<file path="src/rtl/tlsas_pkg.sv">
// ----------------------------------------------------------------------------
// tlsas_pkg: shared types and constants
// Field widths, form selector codes and the control structs passed between
// the sequencer, the address unit and the top level.
// ----------------------------------------------------------------------------
package tlsas_pkg;

  localparam int FUNC_W  = 3;
  localparam int INSTR_W = 16;
  localparam int WORD_W  = 32;
  localparam int REG_W   = 3;
  localparam int LIST_W  = 8;

  // Form selector codes; anything else is unsupported.
  localparam logic [FUNC_W-1:0] FN_LDR_IMM  = 3'd1;
  localparam logic [FUNC_W-1:0] FN_STR_IMM  = 3'd2;
  localparam logic [FUNC_W-1:0] FN_STRH_IMM = 3'd3;
  localparam logic [FUNC_W-1:0] FN_LDR_PC   = 3'd4;
  localparam logic [FUNC_W-1:0] FN_STMIA    = 3'd5;
  localparam logic [FUNC_W-1:0] FN_LDMIA    = 3'd6;

  localparam logic [WORD_W-1:0] WORD_STEP = 32'd4;

  // Control of the shared adder.
  typedef struct packed {
    logic load;      // take new operands
    logic step;      // accumulator <= sum
    logic add_off;   // add the instruction offset
    logic add_word;  // add one word
  } agu_ctl_t;

  // One result as decided by the sequencer.
  typedef struct packed {
    logic             fire;
    logic             access;
    logic             is_write;
    logic             is_half;
    logic             addr_sum;   // address is the aligned sum, else accumulator
    logic [REG_W-1:0] reg_index;
    logic             wb_valid;
    logic [REG_W-1:0] wb_reg;
    logic             last;
    logic             unimp;
  } seq_res_t;

  // Byte offset that an instruction adds to its base.
  function automatic logic [WORD_W-1:0] offset_of(logic [FUNC_W-1:0]  fn,
                                                  logic [INSTR_W-1:0] ins);
    logic [WORD_W-1:0] off;
    off = '0;
    case (fn)
      FN_LDR_IMM, FN_STR_IMM: begin
        off = {25'd0, ins[10:6], 2'b00};
      end
      FN_STRH_IMM: begin
        off = {26'd0, ins[10:6], 1'b0};
      end
      FN_LDR_PC: begin
        off = {22'd0, ins[7:0], 2'b00};
      end
      default: begin
        off = '0;
      end
    endcase
    return off;
  endfunction

endpackage

</file>
<file path="src/rtl/tlsas_if.sv">
// ----------------------------------------------------------------------------
// tlsas channel interfaces
// Valid/ready channels for instruction requests and access results.
// ----------------------------------------------------------------------------
interface tlsas_in_if;
  logic                                valid;
  logic                                ready;
  logic [tlsas_pkg::FUNC_W-1:0]        func;
  logic [tlsas_pkg::INSTR_W-1:0]       instr;
  logic [tlsas_pkg::WORD_W-1:0]        base_value;
  logic [tlsas_pkg::WORD_W-1:0]        pc_value;

  modport source (output valid, func, instr, base_value, pc_value, input ready);
  modport sink   (input valid, func, instr, base_value, pc_value, output ready);
endinterface

interface tlsas_out_if;
  logic                                valid;
  logic                                ready;
  logic                                access_valid;
  logic                                is_write;
  logic                                is_halfword;
  logic [tlsas_pkg::WORD_W-1:0]        address;
  logic [tlsas_pkg::REG_W-1:0]         reg_index;
  logic                                writeback_valid;
  logic [tlsas_pkg::REG_W-1:0]         writeback_reg;
  logic [tlsas_pkg::WORD_W-1:0]        writeback_value;
  logic                                last;
  logic                                unimplemented;

  modport source (output valid, access_valid, is_write, is_halfword, address, reg_index,
                  writeback_valid, writeback_reg, writeback_value, last, unimplemented,
                  input ready);
  modport sink   (input valid, access_valid, is_write, is_halfword, address, reg_index,
                  writeback_valid, writeback_reg, writeback_value, last, unimplemented,
                  output ready);
endinterface

</file>
<file path="src/rtl/tlsas_agu.sv">
// ----------------------------------------------------------------------------
// tlsas_agu: shared address adder
// One 32-bit accumulator and one adder; adds the offset, one word or nothing.
// ----------------------------------------------------------------------------
module tlsas_agu (
  input  logic                          clk,
  input  tlsas_pkg::agu_ctl_t           ctl,
  input  logic [tlsas_pkg::WORD_W-1:0]  init_a,
  input  logic [tlsas_pkg::WORD_W-1:0]  offset,
  output logic [tlsas_pkg::WORD_W-1:0]  acc,
  output logic [tlsas_pkg::WORD_W-1:0]  sum
);

  logic [tlsas_pkg::WORD_W-1:0] acc_r;
  logic [tlsas_pkg::WORD_W-1:0] off_r;
  logic [tlsas_pkg::WORD_W-1:0] op_b;

  always_comb begin
    if (ctl.add_off) begin
      op_b = off_r;
    end else if (ctl.add_word) begin
      op_b = tlsas_pkg::WORD_STEP;
    end else begin
      op_b = '0;
    end
  end

  assign sum = acc_r + op_b;
  assign acc = acc_r;

  always_ff @(posedge clk) begin
    if (ctl.load) begin
      acc_r <= init_a;
      off_r <= offset;
    end else if (ctl.step) begin
      acc_r <= sum;
    end
  end

endmodule

</file>
<file path="src/rtl/tlsas_seq.sv">
// ----------------------------------------------------------------------------
// tlsas_seq: access sequencer
// Holds one instruction and issues one result per step; walks the list.
// ----------------------------------------------------------------------------
module tlsas_seq (
  input  logic                           clk,
  input  logic                           rst_n,
  input  logic                           in_fire,
  input  logic [tlsas_pkg::FUNC_W-1:0]   func,
  input  logic [tlsas_pkg::INSTR_W-1:0]  instr,
  input  logic                           out_free,
  output logic                           in_ready,
  output tlsas_pkg::agu_ctl_t            agu_ctl,
  output tlsas_pkg::seq_res_t            res
);

  logic                           busy_r,  busy_nxt;
  logic [tlsas_pkg::FUNC_W-1:0]   sel_r;
  logic [tlsas_pkg::LIST_W-1:0]   rem_r,   rem_nxt;
  logic [tlsas_pkg::REG_W-1:0]    reg_r;
  logic [tlsas_pkg::REG_W-1:0]    rb_r;
  logic                           wbok_r;
  logic                           step;
  logic                           multi;
  logic                           single;
  logic [tlsas_pkg::REG_W-1:0]    low_idx;
  logic [tlsas_pkg::LIST_W-1:0]   rem_scan;
  logic [tlsas_pkg::REG_W-1:0]    in_rb;

  assign in_ready = !busy_r;
  assign step     = busy_r && out_free;
  assign in_rb    = instr[10:8];

  assign multi  = (sel_r == tlsas_pkg::FN_STMIA) || (sel_r == tlsas_pkg::FN_LDMIA);
  assign single = (sel_r == tlsas_pkg::FN_LDR_IMM) || (sel_r == tlsas_pkg::FN_STR_IMM) ||
                  (sel_r == tlsas_pkg::FN_STRH_IMM) || (sel_r == tlsas_pkg::FN_LDR_PC);

  // lowest pending register
  always_comb begin
    low_idx = '0;
    for (int i = tlsas_pkg::LIST_W - 1; i >= 0; i--) begin
      if (rem_r[i]) begin
        low_idx = tlsas_pkg::REG_W'(i);
      end
    end
  end

  assign rem_scan = rem_r & (rem_r - tlsas_pkg::LIST_W'(1));

  always_comb begin
    res              = '0;
    agu_ctl          = '0;
    agu_ctl.load     = in_fire;
    agu_ctl.step     = step;
    res.fire         = step;
    rem_nxt          = rem_r;
    if (multi) begin
      res.access       = (rem_r != '0);
      // empty list carries no access, so no direction either
      res.is_write     = res.access && (sel_r == tlsas_pkg::FN_STMIA);
      res.reg_index    = res.access ? low_idx : '0;
      res.last         = (rem_scan == '0);
      res.wb_valid     = res.last && wbok_r;
      res.wb_reg       = res.wb_valid ? rb_r : '0;
      agu_ctl.add_word = res.access;
      rem_nxt          = rem_scan;
    end else if (single) begin
      res.access      = 1'b1;
      res.is_write    = (sel_r == tlsas_pkg::FN_STR_IMM) || (sel_r == tlsas_pkg::FN_STRH_IMM);
      res.is_half     = (sel_r == tlsas_pkg::FN_STRH_IMM);
      res.addr_sum    = 1'b1;
      res.reg_index   = reg_r;
      res.last        = 1'b1;
      agu_ctl.add_off = 1'b1;
    end else begin
      res.unimp = 1'b1;
      res.last  = 1'b1;
    end
  end

  always_comb begin
    busy_nxt = busy_r;
    if (in_fire) begin
      busy_nxt = 1'b1;
    end else if (step && res.last) begin
      busy_nxt = 1'b0;
    end
  end

  always_ff @(posedge clk) begin
    if (!rst_n) begin
      busy_r <= 1'b0;
    end else begin
      busy_r <= busy_nxt;
    end
  end

  always_ff @(posedge clk) begin
    if (in_fire) begin
      sel_r  <= func;
      rem_r  <= instr[tlsas_pkg::LIST_W-1:0];
      rb_r   <= in_rb;
      reg_r  <= (func == tlsas_pkg::FN_LDR_PC) ? in_rb : instr[2:0];
      wbok_r <= !((func == tlsas_pkg::FN_LDMIA) && instr[in_rb]);
    end else if (step) begin
      rem_r  <= rem_nxt;
    end
  end

endmodule

</file>
<file path="src/rtl/thumb_load_store_address_sequencer.sv">
// ----------------------------------------------------------------------------
// thumb_load_store_address_sequencer: Thumb load/store access generator
// Turns one Thumb load/store request into its ordered memory accesses.
// ----------------------------------------------------------------------------
// An instruction request is taken, then the block issues one result per
// cycle through a registered output stage unless out_ch.ready stalls it:
// single transfers (ldr/str imm, strh imm, ldr pc) and unknown selectors give
// one result; stmia/ldmia give one per register in the list (one for an empty
// list), at most 8. The single shared 32-bit adder forms one address per
// cycle and the list walker retires one register per cycle, both only while
// the output stage is free. in_ch.ready is low while an instruction is in
// flight; a result stalled by out_ch.ready holds the sequencer. A new request
// may be taken while the final result still waits.
// ----------------------------------------------------------------------------
module thumb_load_store_address_sequencer (
  input  logic         clk,
  input  logic         rst_n,
  tlsas_in_if.sink     in_ch,
  tlsas_out_if.source  out_ch
);

  logic                           in_fire;
  logic                           out_free;
  tlsas_pkg::agu_ctl_t            agu_ctl;
  tlsas_pkg::seq_res_t            res;
  logic [tlsas_pkg::WORD_W-1:0]   init_a;
  logic [tlsas_pkg::WORD_W-1:0]   offset;
  logic [tlsas_pkg::WORD_W-1:0]   acc;
  logic [tlsas_pkg::WORD_W-1:0]   sum;
  logic [tlsas_pkg::WORD_W-1:0]   sum_aligned;

  // output stage
  logic                           out_valid_r;
  logic                           access_r;
  logic                           is_write_r;
  logic                           is_half_r;
  logic [tlsas_pkg::WORD_W-1:0]   address_r,  address_nxt;
  logic [tlsas_pkg::REG_W-1:0]    reg_index_r;
  logic                           wb_valid_r;
  logic [tlsas_pkg::REG_W-1:0]    wb_reg_r;
  logic [tlsas_pkg::WORD_W-1:0]   wb_value_r, wb_value_nxt;
  logic                           last_r;
  logic                           unimp_r;

  assign in_fire  = in_ch.valid && in_ch.ready;
  assign out_free = !out_valid_r || out_ch.ready;

  // pc-relative loads start from the word-aligned pc
  assign init_a = (in_ch.func == tlsas_pkg::FN_LDR_PC) ?
                  {in_ch.pc_value[tlsas_pkg::WORD_W-1:2], 2'b00} : in_ch.base_value;
  assign offset = tlsas_pkg::offset_of(in_ch.func, in_ch.instr);

  tlsas_seq u_seq (
    .clk      (clk),
    .rst_n    (rst_n),
    .in_fire  (in_fire),
    .func     (in_ch.func),
    .instr    (in_ch.instr),
    .out_free (out_free),
    .in_ready (in_ch.ready),
    .agu_ctl  (agu_ctl),
    .res      (res)
  );

  tlsas_agu u_agu (
    .clk    (clk),
    .ctl    (agu_ctl),
    .init_a (init_a),
    .offset (offset),
    .acc    (acc),
    .sum    (sum)
  );

  // single transfers align to access size; list transfers use the running base
  assign sum_aligned = res.is_half ? {sum[tlsas_pkg::WORD_W-1:1], 1'b0} :
                                     {sum[tlsas_pkg::WORD_W-1:2], 2'b00};

  always_comb begin
    address_nxt = '0;
    if (res.access) begin
      address_nxt = res.addr_sum ? sum_aligned : acc;
    end
  end

  // writeback is the base after the last step (+4, or +0 for an empty list)
  assign wb_value_nxt = res.wb_valid ? sum : '0;

  always_ff @(posedge clk) begin
    if (!rst_n) begin
      out_valid_r <= 1'b0;
    end else if (res.fire) begin
      out_valid_r <= 1'b1;
    end else if (out_ch.ready) begin
      out_valid_r <= 1'b0;
    end
  end

  always_ff @(posedge clk) begin
    if (res.fire) begin
      access_r    <= res.access;
      is_write_r  <= res.is_write;
      is_half_r   <= res.is_half;
      address_r   <= address_nxt;
      reg_index_r <= res.reg_index;
      wb_valid_r  <= res.wb_valid;
      wb_reg_r    <= res.wb_reg;
      wb_value_r  <= wb_value_nxt;
      last_r      <= res.last;
      unimp_r     <= res.unimp;
    end
  end

  assign out_ch.valid           = out_valid_r;
  assign out_ch.access_valid    = access_r;
  assign out_ch.is_write        = is_write_r;
  assign out_ch.is_halfword     = is_half_r;
  assign out_ch.address         = address_r;
  assign out_ch.reg_index       = reg_index_r;
  assign out_ch.writeback_valid = wb_valid_r;
  assign out_ch.writeback_reg   = wb_reg_r;
  assign out_ch.writeback_value = wb_value_r;
  assign out_ch.last            = last_r;
  assign out_ch.unimplemented   = unimp_r;

endmodule

</file>
<file path="src/flat_wrapper.sv">
// flat-port wrapper written by rule: the top's interface ports become plain ports
module thumb_load_store_address_sequencer_flat 
  (clk, rst_n, in_ch_valid, in_ch_func, in_ch_instr, in_ch_base_value, in_ch_pc_value, in_ch_ready, out_ch_valid, out_ch_access_valid, out_ch_is_write, out_ch_is_halfword, out_ch_address, out_ch_reg_index, out_ch_writeback_valid, out_ch_writeback_reg, out_ch_writeback_value, out_ch_last, out_ch_unimplemented, out_ch_ready);
  tlsas_in_if in_ch_i ();
  tlsas_out_if out_ch_i ();
  input  logic clk;
  input  logic rst_n;
  input wire logic [$bits(in_ch_i.valid)-1:0] in_ch_valid;
  input wire logic [$bits(in_ch_i.func)-1:0] in_ch_func;
  input wire logic [$bits(in_ch_i.instr)-1:0] in_ch_instr;
  input wire logic [$bits(in_ch_i.base_value)-1:0] in_ch_base_value;
  input wire logic [$bits(in_ch_i.pc_value)-1:0] in_ch_pc_value;
  output wire logic [$bits(in_ch_i.ready)-1:0] in_ch_ready;
  output wire logic [$bits(out_ch_i.valid)-1:0] out_ch_valid;
  output wire logic [$bits(out_ch_i.access_valid)-1:0] out_ch_access_valid;
  output wire logic [$bits(out_ch_i.is_write)-1:0] out_ch_is_write;
  output wire logic [$bits(out_ch_i.is_halfword)-1:0] out_ch_is_halfword;
  output wire logic [$bits(out_ch_i.address)-1:0] out_ch_address;
  output wire logic [$bits(out_ch_i.reg_index)-1:0] out_ch_reg_index;
  output wire logic [$bits(out_ch_i.writeback_valid)-1:0] out_ch_writeback_valid;
  output wire logic [$bits(out_ch_i.writeback_reg)-1:0] out_ch_writeback_reg;
  output wire logic [$bits(out_ch_i.writeback_value)-1:0] out_ch_writeback_value;
  output wire logic [$bits(out_ch_i.last)-1:0] out_ch_last;
  output wire logic [$bits(out_ch_i.unimplemented)-1:0] out_ch_unimplemented;
  input wire logic [$bits(out_ch_i.ready)-1:0] out_ch_ready;
  assign in_ch_i.valid = in_ch_valid;
  assign in_ch_i.func = in_ch_func;
  assign in_ch_i.instr = in_ch_instr;
  assign in_ch_i.base_value = in_ch_base_value;
  assign in_ch_i.pc_value = in_ch_pc_value;
  assign in_ch_ready = in_ch_i.ready;
  assign out_ch_valid = out_ch_i.valid;
  assign out_ch_access_valid = out_ch_i.access_valid;
  assign out_ch_is_write = out_ch_i.is_write;
  assign out_ch_is_halfword = out_ch_i.is_halfword;
  assign out_ch_address = out_ch_i.address;
  assign out_ch_reg_index = out_ch_i.reg_index;
  assign out_ch_writeback_valid = out_ch_i.writeback_valid;
  assign out_ch_writeback_reg = out_ch_i.writeback_reg;
  assign out_ch_writeback_value = out_ch_i.writeback_value;
  assign out_ch_last = out_ch_i.last;
  assign out_ch_unimplemented = out_ch_i.unimplemented;
  assign out_ch_i.ready = out_ch_ready;
  thumb_load_store_address_sequencer u_core (.clk(clk), .rst_n(rst_n), .in_ch(in_ch_i), .out_ch(out_ch_i));
endmodule
</file>
<file path="config.mk">
export PLATFORM = sky130hd
export DESIGN_NAME = thumb_load_store_address_sequencer_flat
export DESIGN_NICKNAME = d
export VERILOG_FILES = /design/src/rtl/tlsas_pkg.sv /design/src/rtl/tlsas_if.sv /design/src/rtl/tlsas_agu.sv /design/src/rtl/tlsas_seq.sv /design/src/rtl/thumb_load_store_address_sequencer.sv /design/src/flat_wrapper.sv
export SDC_FILE = /design/constraint.sdc
export NUM_CORES = 1
export LEC_CHECK = 0
export ABC_AREA = 0
export BUFFER_PORTS_ARGS = -buffer_cell sky130_fd_sc_hd__buf_4
export CAP_MARGIN = 25
export CORE_UTILIZATION = 59
export CTS_CLUSTER_DIAMETER = 150
export DETAILED_ROUTE_END_ITERATION = 6
export PLACE_DENSITY_LB_ADDON = 0.1
export RECOVER_POWER = 100
export SYNTH_ARGS = -nofsm -noshare
export SYNTH_HDL_FRONTEND = slang
export SYNTH_SLANG_ARGS = --single-unit
export TNS_END_PERCENT = 20
</file>
<file path="constraint.sdc">
create_clock -name clk -period 5.5 [get_ports clk]
set_clock_uncertainty 0.1 [all_clocks]
set_input_delay 0.825 -clock clk [delete_from_list [all_inputs] [get_ports clk]]
set_output_delay 0.825 -clock clk [all_outputs]
set_load 0.02 [all_outputs]
</file>
==> run summary <==
setup bufs post-CTS = 0
TritonCTS buffer count = 17
Most common cell on crit path = nand2_1
maximum VDD drop = 0.0002005 V
number of buffer and inverter stages on the critical path = 0
Initial Util = 0.6151
DRT Pass-1 Iters = 7
H-tree levels = 4
post-synthesis sequential area ratio = 0.5731
Final min period = 4718 ps
Fin Setup TNS = 0 ps
Die ar. = 12550 µm²
row count = 39
CP startpoint kind = flop
Post-synth ARST share = 0
Gate Count Post-Synth = 629
remaining global-route overflow = 0
fin cells = 932
Yosys reg bits = 137
drt total wl = 17.33 mm
Min-Delay Path Class = flop to flop
WS Path Type = flop to flop
first-pass GRT wire length = 26.94 mm
wire per inst = 18.60 µm
Commonest cells post-synth = edfxtp_1, nand2_1, nor2_1
Mapped Avg Cell Area = 11.36 µm²
FMAX = 0.2119 GHz
CP Data Required Time = 5440 ps
count leader, synth = edfxtp_1
vias in the first global route = 5303
antenna violations before repair = 0
Vias/cell = 6.033
number of distinct library cells after synthesis = 62
Syn Nets = 726
P per Cell Area = 348.7 nW/µm²
Main synth FF type = edfxtp_1
crit-path max FO = 19
Placer Congestion = 0.8765
Synth Warn # = 0
dpl cells = 902
Synth top area share = 0.5675
crit-path leading delay family = compound AO/OA/AOI/OAI gates
TritonCTS clock tree = built
clk root buf = clkbuf_16
cell area after synthesis = 7143 µm²
Tcrit/Tclk final = 0.8579
final hold vios = 0
clock buffer depth = 2
largest net degree at the start of global routing = 57
synth top area cells = edfxtp_1, a21oi_1, nand2_1, nor2_1, o21ai_0
Relative slew margins = -1.122
IO Pins = 165
share of layout cells above drive strength 1 = 0.1432
DP HPWL = 11.32 mm
slew at the pin closest to its max-slew limit = 3183 ps
latest clock arrival within the worst-skew pair = 410 ps
Port Buffer Count = 157
gr usage total = 0.2810
synth-to-layout area growth = 18.37%
Die H = 112.0 µm
number of synthesized flops with an enable pin = 135
antenna fix cells = 0
max-slew violations = 162
# clock sinks = 137
CP max stage cell = nor4_1
setup violators final = 0
Post-DRT Antenna Nets = 0
detailed-route via count = 5623
crit path cell chain = nor4_1, nand2_1, o31ai_1, nand2_1, fa_1, a21o_1, a221o_1, a31o_1, nand3_1, xor2_1, a21oi_1
initial DRC count = 547
RSZ-0062 raised after global routing = false
Core Footprint = 11610 µm²
Leak = 3.182 nW
CP endpoint kind = flop
status = finished, violations left
Synth area leader = edfxtp_1
Critical Path Max Stage Delay = 740 ps
max-cap viol count = 4
failing checks = design-rule violations, max-capacitance violations, max-slew violations
DRC viols = 11
Worst Path Arrival = 4650 ps
Die Wd = 112.0 µm
cts hold-fix bufs = 0
r2r setup slk = 780 ps
Clock transition at path regs = 50 ps
Gates resized, CTS repair = 0
nets@finish = 877
cells by family (layout without fill, tap and decap cells):
family / Yosys count / in the layout / share of synthesized area
and+or+nand+nor: 192 / 192 / 0.1359
AOI/OAI and AO/OA: 179 / 179 / 0.1604
DFF: 137 / 137 / 0.5731
buffers and inverters: 60 / 220 / 0.03696
xor gates and xnor gates: 31 / 31 / 0.04221
muxes: 19 / 19 / 0.03135
adders and majority gates: 11 / 11 / 0.01997
area by class of cell:
type	count	area, µm²
fill	883	3158
clock buffer	19	432.9
clock inverter	9	37.54
tap	143	178.9
inverter	22	83.83
sequential	137	4094
timing repair buffer	170	930.9
multi-input combinational	432	2698
layer usage:
| metal | vias to the layer above | wire length [µm] | GRT usage |
|---|---|---|---|
| met4 | 0 | 301 | 0.1058 |
| met5 | - | 0 | 0 |
| met1 | 2645 | 7182 | 0.3836 |
| li1 | 2653 | - | - |
| met2 | 299 | 8310 | 0.4530 |
| met3 | 26 | 1536 | 0.05184 |
placed cells by master, fill, tap and decap left out, types with 2 or more instances in the layout:
cell type,Yosys,layout
dfxtp_1,2,2
a32o_1,2,2
xnor2_1,10,10
nor3_1,7,8
clkinv_2,0,3
nand4_1,4,4
and2_0,0,4
nand3_1,16,18
ha_1,9,9
o21ai_1,11,3
clkinv_1,0,6
inv_1,22,21
o31ai_1,21,21
nor2b_1,22,22
edfxtp_1,135,135
o22ai_1,3,3
and2_1,7,3
mux2i_1,10,10
o21ai_0,36,44
and3_1,13,13
mux4_2,2,2
a211oi_1,24,24
buf_4,1,73
a21o_1,9,9
clkbuf_4,0,2
a41oi_1,1,2
a21oi_1,42,42
mux2_2,7,7
nor2_1,50,49
nand2b_1,3,3
nand2_1,56,58
clkbuf_1,21,96
or3_1,3,3
a31oi_1,14,14
clkbuf_16,0,17
xor2_1,17,20
path summary, 6_finish.rpt:
path | to | depth (start not counted) | from
max reg2reg | u_core.u_agu.acc[29]$_DFFE_PP_ | 11 | u_core.u_seq.rem_r[1]$_DFFE_PP_
min | u_core.out_ch.valid$_SDFFE_PN0P_ | 2 | u_core.out_ch.valid$_SDFFE_PN0P_
min reg2reg | u_core.out_ch.valid$_SDFFE_PN0P_ | 2 | u_core.out_ch.valid$_SDFFE_PN0P_
max | u_core.u_agu.acc[29]$_DFFE_PP_ | 11 | u_core.u_seq.rem_r[1]$_DFFE_PP_
where the power goes:
| group | internal (mW) | switching, mW | total, mW |
|---|---|---|---|
| clock | 0.551 | 0.390 | 0.942 |
| combinational | 0.221 | 0.398 | 0.618 |
| sequential | 1.31 | 0.0802 | 1.39 |
tightest hold or removal path, stage by stage, from the launching register on:
cell and delay, ps:
dfxtp_1 310, nand2b_1 80, a21boi_0 70
per-stage QoR:
stage / hold WS [ps] / util / power (mW) / cell area (µm²) / worst slack [ps]
final: 413.4 / 0.7281 / 2.948 / 8456 / 781.7
after global placement: 399.5 / 0.7243 / 2.025 / 8412 / 1303
after detailed placement: 410.5 / 0.7250 / 2.056 / 8419 / 1180
after floorplan: 394.6 / - / 1.825 / 7143 / 1753
after global routing: 468.5 / 0.7281 / 3.062 / 8456 / 470.9
after CTS: 419.0 / 0.7655 / 2.994 / 8890 / 1080
Power figures use the tool's default switching activity.
